--- config.mk ---
export PLATFORM = sky130hd
export DESIGN_NAME = nnue_ctrl
export DESIGN_NICKNAME = d
export VERILOG_FILES = /design/src/hw/rtl/nnue_pkg.sv /design/src/hw/rtl/nnue_ctrl.sv
export SDC_FILE = /design/constraint.sdc
export NUM_CORES = 1
export LEC_CHECK = 0
export ABC_AREA = 1
export BUFFER_PORTS_ARGS = -buffer_cell sky130_fd_sc_hd__buf_2
export CORE_AREA = 2 2 39 41
export DETAILED_ROUTE_END_ITERATION = 16
export DIE_AREA = 0 0 41 43
export PLACE_DENSITY = 0.45
export SLEW_MARGIN = 20
export SYNTH_ARGS = -nofsm -noshare
export SYNTH_HDL_FRONTEND = slang
export SYNTH_SLANG_ARGS = --single-unit
--- constraint.sdc ---
create_clock -name clock -period 1.15 [get_ports clock]
set_input_delay 0.1725 -clock clock [delete_from_list [all_inputs] [get_ports clock]]
set_output_delay 0.1725 -clock clock [all_outputs]
set_load 0.03 [all_outputs]
--- src/hw/rtl/nnue_pkg.sv ---
// Shared constants, item codes and controller/datapath interface types.
package nnue_pkg;

   localparam int NEURONS  = 32;
   localparam int FEATURES = 1024;

   // item field widths
   localparam int KIND_W = 3;
   localparam int FEAT_W = 10;
   localparam int NRN_W  = 5;
   localparam int VAL_W  = 16;
   localparam int WGT_W  = 8;
   localparam int ACC_W  = 16;

   // storage address widths
   localparam int NRN_AW   = (NEURONS > 1) ? $clog2(NEURONS) : 1;
   localparam int WT_DEPTH = FEATURES * NEURONS;
   localparam int WT_AW    = $clog2(WT_DEPTH);

   // stream word widths
   localparam int REQ_DATA_W = 32;
   localparam int RSP_DATA_W = 24;
   localparam int RSP_PAD_W  = RSP_DATA_W - NRN_W - ACC_W;

   // item kinds
   localparam logic [KIND_W-1:0] KIND_LOAD_WEIGHT = 3'd0;
   localparam logic [KIND_W-1:0] KIND_LOAD_BIAS   = 3'd1;
   localparam logic [KIND_W-1:0] KIND_REFRESH     = 3'd2;
   localparam logic [KIND_W-1:0] KIND_ADD         = 3'd3;
   localparam logic [KIND_W-1:0] KIND_REMOVE      = 3'd4;
   localparam logic [KIND_W-1:0] KIND_READ        = 3'd5;

   typedef struct packed {
      logic capture;   // latch the incoming word
      logic clr_cnt;   // restart the neuron walk
      logic walk;      // issue reads at the walk index, advance it
      logic wr_one;    // single weight or bias write
      logic rd_one;    // read one accumulator element
      logic load_out;  // move read data into the result register
   } nnue_cmd_type;

   typedef struct packed {
      logic cnt_last;  // walk index at last neuron
      logic out_full;  // result register holds a word
   } nnue_sts_type;

endpackage

--- src/hw/rtl/nnue_ctrl.sv ---
// Controller state machine: sequences loads, neuron walks and reads.
module nnue_ctrl
   import nnue_pkg::*;
(
   input  logic              clock,
   input  logic              reset,
   input  logic              req_tvalid,
   input  logic [KIND_W-1:0] req_kind,
   input  logic              rsp_tready,
   input  nnue_sts_type      sts,
   output logic              req_tready,
   output nnue_cmd_type      cmd
);

   localparam logic [2:0] S_IDLE  = 3'd0;
   localparam logic [2:0] S_WR    = 3'd1;
   localparam logic [2:0] S_WALK  = 3'd2;
   localparam logic [2:0] S_DRAIN = 3'd3;
   localparam logic [2:0] S_RDA   = 3'd4;
   localparam logic [2:0] S_RDO   = 3'd5;

   logic [2:0] state_ff;
   logic [2:0] state_in;
   logic       ready;

   always_comb begin
      state_in = state_ff;
      ready    = 1'b0;
      cmd      = '0;
      unique case (state_ff)
         S_IDLE: begin
            // a read waits only while the result register cannot drain
            ready = !((req_kind == KIND_READ) && sts.out_full && !rsp_tready);
            if (req_tvalid && ready) begin
               cmd.capture = 1'b1;
               cmd.clr_cnt = 1'b1;
               unique case (req_kind)
                  KIND_LOAD_WEIGHT, KIND_LOAD_BIAS:   state_in = S_WR;
                  KIND_REFRESH, KIND_ADD, KIND_REMOVE: state_in = S_WALK;
                  KIND_READ:                          state_in = S_RDA;
                  default:                            state_in = S_IDLE;
               endcase
            end
         end
         S_WR: begin
            cmd.wr_one = 1'b1;
            state_in   = S_IDLE;
         end
         S_WALK: begin
            cmd.walk = 1'b1;
            if (sts.cnt_last) begin
               state_in = S_DRAIN;
            end
         end
         S_DRAIN: begin
            state_in = S_IDLE;  // last accumulator write lands here
         end
         S_RDA: begin
            cmd.rd_one = 1'b1;
            state_in   = S_RDO;
         end
         S_RDO: begin
            cmd.load_out = 1'b1;
            state_in     = S_IDLE;
         end
         default: begin
            state_in = S_IDLE;
         end
      endcase
   end

   assign req_tready = ready;

   always_ff @(posedge clock) begin
      if (reset) begin
         state_ff <= S_IDLE;
      end else begin
         state_ff <= state_in;
      end
   end

endmodule

==> summary by stage <==
Cells and area
After the last flow step, the layout net total stands at 71. The number of antenna diodes in the final layout is 0. The synthesis-to-finish area growth is 102.7%.

The filler cell count is 162. The area taken by multi-input logic gates is 186.4 um2. The largest registers in the layout are state_ff x3. The top cell types in the final layout, fill and taps aside, are sky130_fd_sc_hd__buf_2 (8), sky130_fd_sc_hd__buf_4 (7), sky130_fd_sc_hd__nor2_4 (5), sky130_fd_sc_hd__nand2_1 (5), sky130_fd_sc_hd__buf_6 (5).

The area of all sequential standard cells is 66.31 um2. The most common cell after layout, fill and taps aside is sky130_fd_sc_hd__buf_2. The register with the most flip-flops in the layout has 3 of them. In the final layout, the share of cells above drive strength 1 is 68.85%. More flip-flops sit in one register than any other, and that register is state_ff.

Global route
Global routing used 7.924% of the available tracks across all layers. Summed over all layers, the global routing overflow is 0. The maximum number of pins on one net before global-route repair is 5. The first global-routing pass estimated 924 um of wire.

The initial antenna violation count is 0. The via count of the first global-routing pass was 263.

Pwr
The share of total power dissipated in the clock network is 25.1%. The fraction of power spent switching nets is 39.79%. The internal power is 432.8 uW. VDD sags by at most 0.7472 mV.

The total chip power is 718.8 uW. The net switching power figure is 286.0 uW. The total power divided by cell area is 1516 mW/mm2. The analysis attributes to cell leakage a power of 0.2276 nW. Registers are responsible for 18.4% of the overall power. Of the total power, combinational logic draws 56.6%.

Critical path
Among all stages on the critical path, the largest delay is contributed by sky130_fd_sc_hd__dfxtp_2. The signal on the critical path passes through nor2_4 -> inv_2 -> nor2_4 -> inv_2 -> a21oi_2 -> buf_6. Of all nets on the critical path, the largest fanout is 2. At the worst endpoint, the arrival time is 1.10 ns.

The cell family contributing the most delay on the critical path is flip-flops. The largest stage delay on the critical path is 0.32 ns. The worst setup path is of the reg -> out kind. The critical path contains buffers and inverters numbering 3 combined. The type of destination of the critical path is an output port. STA classifies the critical path startpoint as a flip-flop. The data required time of the critical path is 0.98 ns.

Floorplan
The floorplan step defined a die boundary enclosing 0.001763 mm2. The die height is 43 um. The placement row count is 14. The core region is 0.001384 mm2. In this run the horizontal extent of the chip is 41 um. The count of boundary I/O pins is 16. The effective utilization at floorplan is 16.91%.

Clock network
The CTS tree is yes. The clock slew seen by the registers of the worst setup and hold paths is 0.04 ns. The clock sink total is 3. The deepest level of the CTS H-tree is 1. The clock buffer count from CTS is 3. Hold repair after CTS inserted 0 buffers.

Clock latency on the worst-skew pair, taken at its later pin, is 0.23 ns. The clock passes through at most 2 buffers. The clock root buffer is sky130_fd_sc_hd__clkbuf_4.

Logic synthesis
The mapped cell area is 234.0 um2. Averaged over all synthesized cells, the footprint is 6.157 um2. The number of nets handed over by synthesis was 47. Yosys printed 0 warnings. The netlist uses 14 different library cells. After technology mapping, the gate count stands at 38. The share of the yosys chip area belonging to registers is 25.67%.

The flop and latch count out of synthesis is 3.

Status
The run finished, with violations left. The final reports fail on setup timing.

Drt
The mean routed wirelength per cell is 7.818 um. The routed design has 602 um of wire. The ratio of routed vias to standard cells is 3.870.

The DRC violation total after the first TritonRoute iteration is 5. Once detail routing completed, the nets flagged for antenna violations numbered 0. After detailed routing, the number of remaining DRC violations is 0. For this block, the via count after detailed routing is 298. The first detailed-routing pass ran for 4 iterations.

Timing
The actual transition at the worst max-transition pin is 0.2335 ns. The worst pin sits at a relative slew slack of 84.27%. Setup repair after global routing could not meet its margin everywhere.

The total setup violations reported at the end of the flow is 7. The smallest clock period supported by the final layout is computed as 1.273 ns. Between clock sinks in the finished design, the worst skew comes to 0.006547 ns. The fmax is 0.7854 GHz. The minimum setup slack in the final design is -0.1232 ns. The number of max-slew violations in the final report is 0.

The hold violation total from the final report is 0. The worst path uses 110.7% of the clock period.

Place
Routability-driven placement finished with a final weighted congestion of 0.7328. Input and output buffers added on the ports amount to 15. After legalization and detailed placement, the total HPWL measured 494.4 um. The worst slack after detailed placement is 0.02056 ns.

Min path
The worst hold path belongs to the class in -> reg.

Run
The number of maximum-capacitance constraint violations is 0.
worst paths after layout:
| kind | slack, ns | start | cells after the start | endpoint |
|---|---|---|---|---|
| max | -0.12 | state_ff[0]$_SDFFE_PP0P_ | 6 | req_tready |
| max reg2reg | 0.08 | state_ff[2]$_SDFFE_PP0P_ | 6 | state_ff[1]$_SDFFE_PP0P_ |
| min | 0.12 | reset | 2 | state_ff[2]$_SDFFE_PP0P_ |
| min reg2reg | 0.63 | state_ff[2]$_SDFFE_PP0P_ | 2 | state_ff[2]$_SDFFE_PP0P_ |
per-layer routing:
metal	track usage, %	share of wire, %	wire, um
met4	4.000	0	0
met1	7.692	36	216
met2	13.44	56	336
met3	3.141	8.1	49
met5	0	0	0
cell usage after synthesis:
library cell              count  area share (%)
sky130_fd_sc_hd__a21oi_1      2             4.3
sky130_fd_sc_hd__buf_4        1             3.2
sky130_fd_sc_hd__dfxtp_1      3              26
sky130_fd_sc_hd__inv_1        5             8.0
sky130_fd_sc_hd__inv_2        2             3.2
sky130_fd_sc_hd__nand2_1      5             8.0
sky130_fd_sc_hd__nand2_2      2             5.3
sky130_fd_sc_hd__nand3_1      2             4.3
sky130_fd_sc_hd__nor2_1       3             4.8
sky130_fd_sc_hd__nor2_2       4              11
sky130_fd_sc_hd__nor2_4       1             4.8
sky130_fd_sc_hd__nor3_1       4             8.6
sky130_fd_sc_hd__o21ai_0      3             6.4
sky130_fd_sc_hd__or2_1        1             2.7
final cells by class:
type	count	share of cell area [%]
clock buffer	4	5.541
inverter	7	5.541
multi-input combinational	27	39.31
sequential	3	13.98
tap	16	4.222
timing repair buffer	20	31.40
logic make-up after synthesis:
kind of cell / count (synthesis) / synth area share, %
and+or+nand+nor: 22 / 49.20
buffers and inverters: 8 / 14.44
AOI/OAI and AO/OA: 5 / 10.69
DFF: 3 / 25.67
per-stage QoR:
step	setup TNS [ns]	hold WS (ns)	std cells	cell area, um2	util [%]
2_1_floorplan	-0.2156	0.2510	38	250.2	-
3_3_place_gp	0	0.3749	70	352.8	25.50
3_5_place_dp	0	0.3730	70	352.8	25.50
4_1_cts	-0.5574	0.1194	75	435.4	31.46
5_1_grt	-0.9784	0.1421	77	474.2	34.27
6_report	-0.5246	0.1245	77	474.2	34.27
power by group through the flow:
stage                     clock (mW)  sequential (mW)  combinational (mW)
after detailed placement           0            0.128               0.293
after floorplan                    0            0.130               0.209
after CTS                      0.188            0.128               0.360
after global placement             0            0.128               0.293
final                          0.180            0.132               0.407
after global routing           0.196            0.134               0.446
timing repair:
action	in CTS	in global routing
gates resized for setup	18	7
endpoints found under the setup margin	7	8
pin swaps	2	0
buffers inserted	1	2
(Power assumes the default switching activity.)
